$ cat config.mk
export PLATFORM = sky130hd
export DESIGN_NAME = rmis_ctrl
export DESIGN_NICKNAME = d
export VERILOG_FILES = /design/src/hw/rtl/rmis_pkg.sv /design/src/hw/rtl/rmis_ctrl.sv
export SDC_FILE = /design/constraint.sdc
export NUM_CORES = 1
export LEC_CHECK = 0
export ABC_AREA = 1
export CORE_AREA = 2 2 39 41
export CTS_BUF_LIST = sky130_fd_sc_hd__clkbuf_8
export CTS_CLUSTER_SIZE = 12
export DETAILED_ROUTE_END_ITERATION = 7
export DIE_AREA = 0 0 41 43
export DONT_BUFFER_PORTS = 1
export GPL_TIMING_DRIVEN = 0
export SLEW_MARGIN = 20
export SYNTH_ARGS = -nofsm -noshare
export SYNTH_HDL_FRONTEND = slang
export SYNTH_SLANG_ARGS = --single-unit
$ cat constraint.sdc
create_clock -name i_clk -period 2.7 [get_ports i_clk]
set_input_delay 0.27 -clock i_clk [delete_from_list [all_inputs] [get_ports i_clk]]
set_output_delay 0.27 -clock i_clk [all_outputs]
set_load 0.03 [all_outputs]
$ cat src/hw/rtl/rmis_pkg.sv
`timescale 1ns / 1ps
// ----------------------------------------------------------------------------
// rmis_pkg
// Opcodes, stop codes and the control/status bundles shared by the
// register machine step controller, datapath and top level.
// ----------------------------------------------------------------------------
package rmis_pkg;

    localparam logic [3:0] OP_ADD = 4'd0;
    localparam logic [3:0] OP_SUB = 4'd1;
    localparam logic [3:0] OP_MUL = 4'd2;
    localparam logic [3:0] OP_DIV = 4'd3;
    localparam logic [3:0] OP_MV  = 4'd4;
    localparam logic [3:0] OP_ST  = 4'd5;
    localparam logic [3:0] OP_JMP = 4'd6;
    localparam logic [3:0] OP_JEQ = 4'd7;
    localparam logic [3:0] OP_JGT = 4'd8;
    localparam logic [3:0] OP_JLT = 4'd9;
    localparam logic [3:0] OP_W   = 4'd10;
    localparam logic [3:0] OP_R   = 4'd11;
    localparam logic [3:0] OP_STP = 4'd12;

    localparam logic [2:0] ST_RUN   = 3'd0;
    localparam logic [2:0] ST_HALT  = 3'd1;
    localparam logic [2:0] ST_BADOP = 3'd2;
    localparam logic [2:0] ST_DIVZ  = 3'd3;
    localparam logic [2:0] ST_PCOVF = 3'd4;

    // controller to datapath
    typedef struct packed {
        logic clear;
        logic ready;
        logic rd1;
        logic rd2;
        logic exec;
        logic fin;
    } t_cmd;

    // datapath to controller
    typedef struct packed {
        logic clr_last;
        logic in_valid;
        logic stopped;
        logic div_go;
        logic div_busy;
        logic out_free;
    } t_sts;

endpackage

$ cat src/hw/rtl/rmis_ctrl.sv
`timescale 1ns / 1ps
// ----------------------------------------------------------------------------
// rmis_ctrl
// Sequencer of the register machine step: clearing pass, operand reads,
// execute, divide wait and commit.
// ----------------------------------------------------------------------------
module rmis_ctrl (
    input  logic          i_clk,
    input  logic          i_rst_n,
    input  rmis_pkg::t_sts i_sts,
    output rmis_pkg::t_cmd o_cmd
);
    import rmis_pkg::*;

    localparam logic [2:0] S_CLEAR = 3'd0;
    localparam logic [2:0] S_IDLE  = 3'd1;
    localparam logic [2:0] S_RD1   = 3'd2;
    localparam logic [2:0] S_RD2   = 3'd3;
    localparam logic [2:0] S_EXEC  = 3'd4;
    localparam logic [2:0] S_DIVW  = 3'd5;
    localparam logic [2:0] S_FIN   = 3'd6;

    logic [2:0] r_state;
    logic [2:0] n_state;

    always_ff @(posedge i_clk) begin
        if (!i_rst_n) begin
            r_state <= S_CLEAR;
        end else begin
            r_state <= n_state;
        end
    end

    always_comb begin
        o_cmd   = '0;
        n_state = r_state;
        case (r_state)
            S_CLEAR: begin
                o_cmd.clear = 1'b1;
                if (i_sts.clr_last) begin
                    n_state = S_IDLE;
                end
            end
            S_IDLE: begin
                o_cmd.ready = 1'b1;
                if (i_sts.in_valid) begin
                    // a stopped machine only reports its held state
                    n_state = i_sts.stopped ? S_FIN : S_RD1;
                end
            end
            S_RD1: begin
                o_cmd.rd1 = 1'b1;
                n_state   = S_RD2;
            end
            S_RD2: begin
                o_cmd.rd2 = 1'b1;
                n_state   = S_EXEC;
            end
            S_EXEC: begin
                o_cmd.exec = 1'b1;
                n_state    = i_sts.div_go ? S_DIVW : S_FIN;
            end
            S_DIVW: begin
                if (!i_sts.div_busy) begin
                    n_state = S_FIN;
                end
            end
            S_FIN: begin
                if (i_sts.out_free) begin
                    o_cmd.fin = 1'b1;
                    n_state   = S_IDLE;
                end
            end
            default: begin
                n_state = S_IDLE;
            end
        endcase
    end

endmodule

# ---- Yosys cells after proc, flatten, opt, wreduce, memory -nomap -nowiden
# Index checks and enable logic that the tools add are counted.
dict set report classes {
  eq_ne 10
  muxes 14
  reduce_logical 2
}
# operator count
set ops {}
lappend ops {{$pmux W3 S7} 1}
lappend ops {{$mux W3} 5}
lappend ops {{$eq A3 B3 Y1 const B} 3}
lappend ops {{$ne A2 B2 Y1 const B} 4}
lappend ops {{$mux W1} 7}
lappend ops {{$eq A3 B2 Y1 const B} 2}
lappend ops {{$reduce_and A4 Y1} 1}
lappend ops {{$eq A3 B1 Y1 const B} 1}
lappend ops {{$logic_not A3 Y1} 1}
lappend ops {{$mux W2} 1}
dict set report word_totals {
  ff_bits 3
  in_bits 8
  out_inout_bits 6
  wordCells 27
}

# ---- Depth between registers and ports, before layout
dict set report logic_depth {
  word_depth 3
  ltp_mapped 10
  depth_no_buf 9
}

# ---- Least setup slack after synthesis
# Ideal clock, no wire load.
dict set report synth_path {
  path_kind {reg2out}
  start {reg r_state[1]}
  end {out o_cmd[0] (netlist name)}
  t_arrival_ns 1.513
  required_time_ns 2.430
  slack_ns 0.917
  path_stages_with_launch 4
  path_buffers 1
  cell_sequence {dfxtp_1 buf_6 inv_1 nor4_1}
}
# item line_no
set synth_lines {}
lappend synth_lines {{start, declared} rmis_ctrl.sv:23} ;# logic [2:0] r_state;
lappend synth_lines {{start signal, assigned} rmis_ctrl.sv:30} ;# r_state <= n_state;
lappend synth_lines {{end, declared} rmis_ctrl.sv:11} ;# output rmis_pkg::t_cmd o_cmd

==> flow_summary_export.csv <==
group,metric,value,unit
clocking,cts_buffers,3,
clocking,post_cts_buffers,0,
global_route,track_usage,0.09619,
floorplan,num_io_pins,14,
clocking,clockBufferDepth,2,
yosys,synth_cell_types,17,
critical_path,rrSetupSlack,1.34,ns
global_route,antenna_found_initial,0,
cells_and_area,multiInputGateArea,226.5,sq um
sta,max-slew-margin-rel,0.3836,
cells_and_area,max_flop_register,"r_state",
worst_hold_path,hold_start,"i_rst_n",
power_and_ir_drop,fin_total_pwr,0.5775,mW
floorplan,start_util,0.2432,
sta,worstMarginPinSlew,0.9176,ns
drt,viasPerCell,4.542,
critical_path,reg2reg_depth,9,
critical_path,end_kind,"output port",
power_and_ir_drop,power_density,1416,mW/mm^2
yosys,postSynthAreaPerCell,6.473,sq um
drt,num_vias,327,
drt,ant_nets,0,
sta,setup_violations,0,
cells_and_area,largest_register_ffs,3,
drt,drt_iter0_markers,3,
sta,rsz0062_at_grt,"no",
cells_and_area,num-fill-cells,156,
drt,wl,716,um
critical_path,rr_startpoint,"r_state[1]",
critical_path,cp-start-kind,"register",
cells_and_area,layout_commonest_cell,"nand2_1",
global_route,grt_max_degree,10,
sta,fin_crit,1.838,ns
sta,clock-skew-final,0.005663,ns
placement,hpwlAfterDp,560.1,um
clocking,cts.sinks,3,
cells_and_area,nNetsFinal,66,
floorplan,die_area,0.001763,sq mm
clocking,h-tree-depth,1,
worst_hold_path,worst_hold_path.endpoint,"r_state[1]",
drt,drcViolationCount,0,
critical_path,cpPeakStageDelay,0.72,ns
cells_and_area,drive_above_1_share,0.2500,
yosys,synth_ff_type,"dfxtp_1",
global_route,grt_pass1_wl,1.097,mm
floorplan,die_h,43,um
critical_path,cp.required,2.43,ns
cells_and_area,areaGrowthSynthToFinish,21.19,%
sta,report.final.hold_viol_count,0,
clocking,cts_tree,"built",
yosys,ys_warn_count,0,
job,maxCapViolCount,0,
clocking,cts.repair.resized,0,
clocking,insertion_delay,0.22,ns
clocking,clk_pin_slew,0.03,ns
worst_hold_path,holdPathStages,2,
placement,placed_cell_area,362.8,sq um
cells_and_area,reg.largest.list,"r_state x3",
power_and_ir_drop,p_leak,0.2170,nW
global_route,grt_remaining_overflow,0,
yosys,synth_fp_nets,61,
drt,dr.pass1.iters,4,
cells_and_area,final_cell_mix,"13 x nand2_1, 8 x inv_1, 5 x nand3_1, 5 x nor2_1",
clocking,clockRootBuffer,"clkbuf_8",
yosys,ys_ff_latch,3,
yosys,async_flop_share,0,
global_route,grt_pass1_vias,251,
critical_path,critPathSlowestCell,"nor3_1",
critical_path,worstPathArrival,1.57,ns
sta,fin_crit_sh,0.6809,
drt,wire_per_inst,9.944,um
floorplan,dieWidth,41,um
cells_and_area,utilization,0.2948,
placement,gp_congestion,0.7447,
clocking,cts_hold_buf,0,
yosys,synth_edf_count,0,
critical_path,critPathMaxFanout,8,
status,status,"completed",
yosys,syn_area,336.6,sq um
critical_path,path_class,"reg -> out",
cells_and_area,final_cell_area,407.9,sq um
floorplan,core_area,0.001384,sq mm
critical_path,cp_cell_sequence,"inv_2, nor3_1",
cells_and_area,seqCellArea,60.06,sq um
cells_and_area,diodes,0,
worst_hold_path,hold_path_class,"in -> reg",
sta,fin_setup_tns,0,ns
yosys,synth_cells,52,
placement,io_buffers,0,
floorplan,rows,14,
sta,final_max_slew_viol_count,0,
sta,timing.fmax,544.0,MHz
power_and_ir_drop,irDropWorstVdd,394.6,uV
critical_path,r2r-end,"r_state[0]",
yosys,ys_seq_area_frac,0.1784,
-- per-stage QoR --
stage          hold slack, ns  cells  setup slack [ns]
3_3_place_gp           0.4020     68            0.7713
3_5_place_dp           0.4009     68             1.087
5_1_grt                0.1700     72            0.7140
2_1_floorplan          0.3904     52            0.9169
4_1_cts                0.1700     72            0.8508
6_report               0.1729     72            0.8617
-- power breakdown --
part	total [mW]	internal, mW	leakage [nW]	switching [mW]
combinational	0.365	0.112	0.165	0.253
sequential	0.0847	0.0636	0.0248	0.0211
clock	0.127	0.0969	0.0269	0.0305
total	0.577	0.273	0.217	0.305
-- kinds of logic after synthesis --
logic type      Yosys count  synth area share
simple gates             35            0.5836
flops                     3            0.1784
buf+inv                  11            0.1673
fa+ha+maj                 1           0.03717
compound gates            2           0.03345
-- how the worst max path moves through the flow --
| stage | to | slack, ns | start | depth (start not counted) |
|---|---|---|---|---|
| final | o_cmd[1] | 0.86 | r_state[2] | 2 |
| after global routing | o_cmd[1] | 0.71 | r_state[2] | 2 |
| after CTS | o_cmd[1] | 0.85 | r_state[2] | 2 |
| after detailed placement | o_cmd[1] | 1.09 | r_state[2] | 2 |
| after global placement | o_cmd[0] | 0.77 | r_state[2] | 2 |
| after floorplan | o_cmd[0] | 0.92 | r_state[1] | 3 |
-- cell usage after synthesis, types with 2 or more instances --
cell,count,share of area
inv_1,7,0.078
nor2_4,3,0.10
buf_6,2,0.067
nor3_1,3,0.045
nor2_1,5,0.056
dfxtp_1,3,0.18
nand4_1,2,0.037
nand3_1,5,0.074
nand2_1,13,0.14
inv_2,2,0.022
-- worst max-delay path: cells and delay by family (launching register included) --
| kind | cells | cell delay, ns |
|---|---|---|
| buffers and inverters | 1 | 0.15 |
| flip-flops | 1 | 0.48 |
| AND/OR/NAND/NOR | 1 | 0.72 |
-- layout make-up --
type / count / area share
Multi-Input combinational cell: 38 / 0.5552
Sequential cell: 3 / 0.1472
Clock buffer: 3 / 0.1012
Inverter: 9 / 0.08282
Buffer: 2 / 0.05521
Tap cell: 16 / 0.04908
Clock inverter: 1 / 0.009202
-- layer usage --
| layer | vias to the layer above | GRT usage | wire (um) |
|---|---|---|---|
| met5 | - | 0 | 0 |
| met4 | 0 | 0.06000 | 16 |
| met3 | 2 | 0.04712 | 56 |
| met2 | 11 | 0.1125 | 310 |
| met1 | 140 | 0.1342 | 332 |
| li1 | 174 | - | - |
Note: power is estimated with default switching activity, not from simulation.
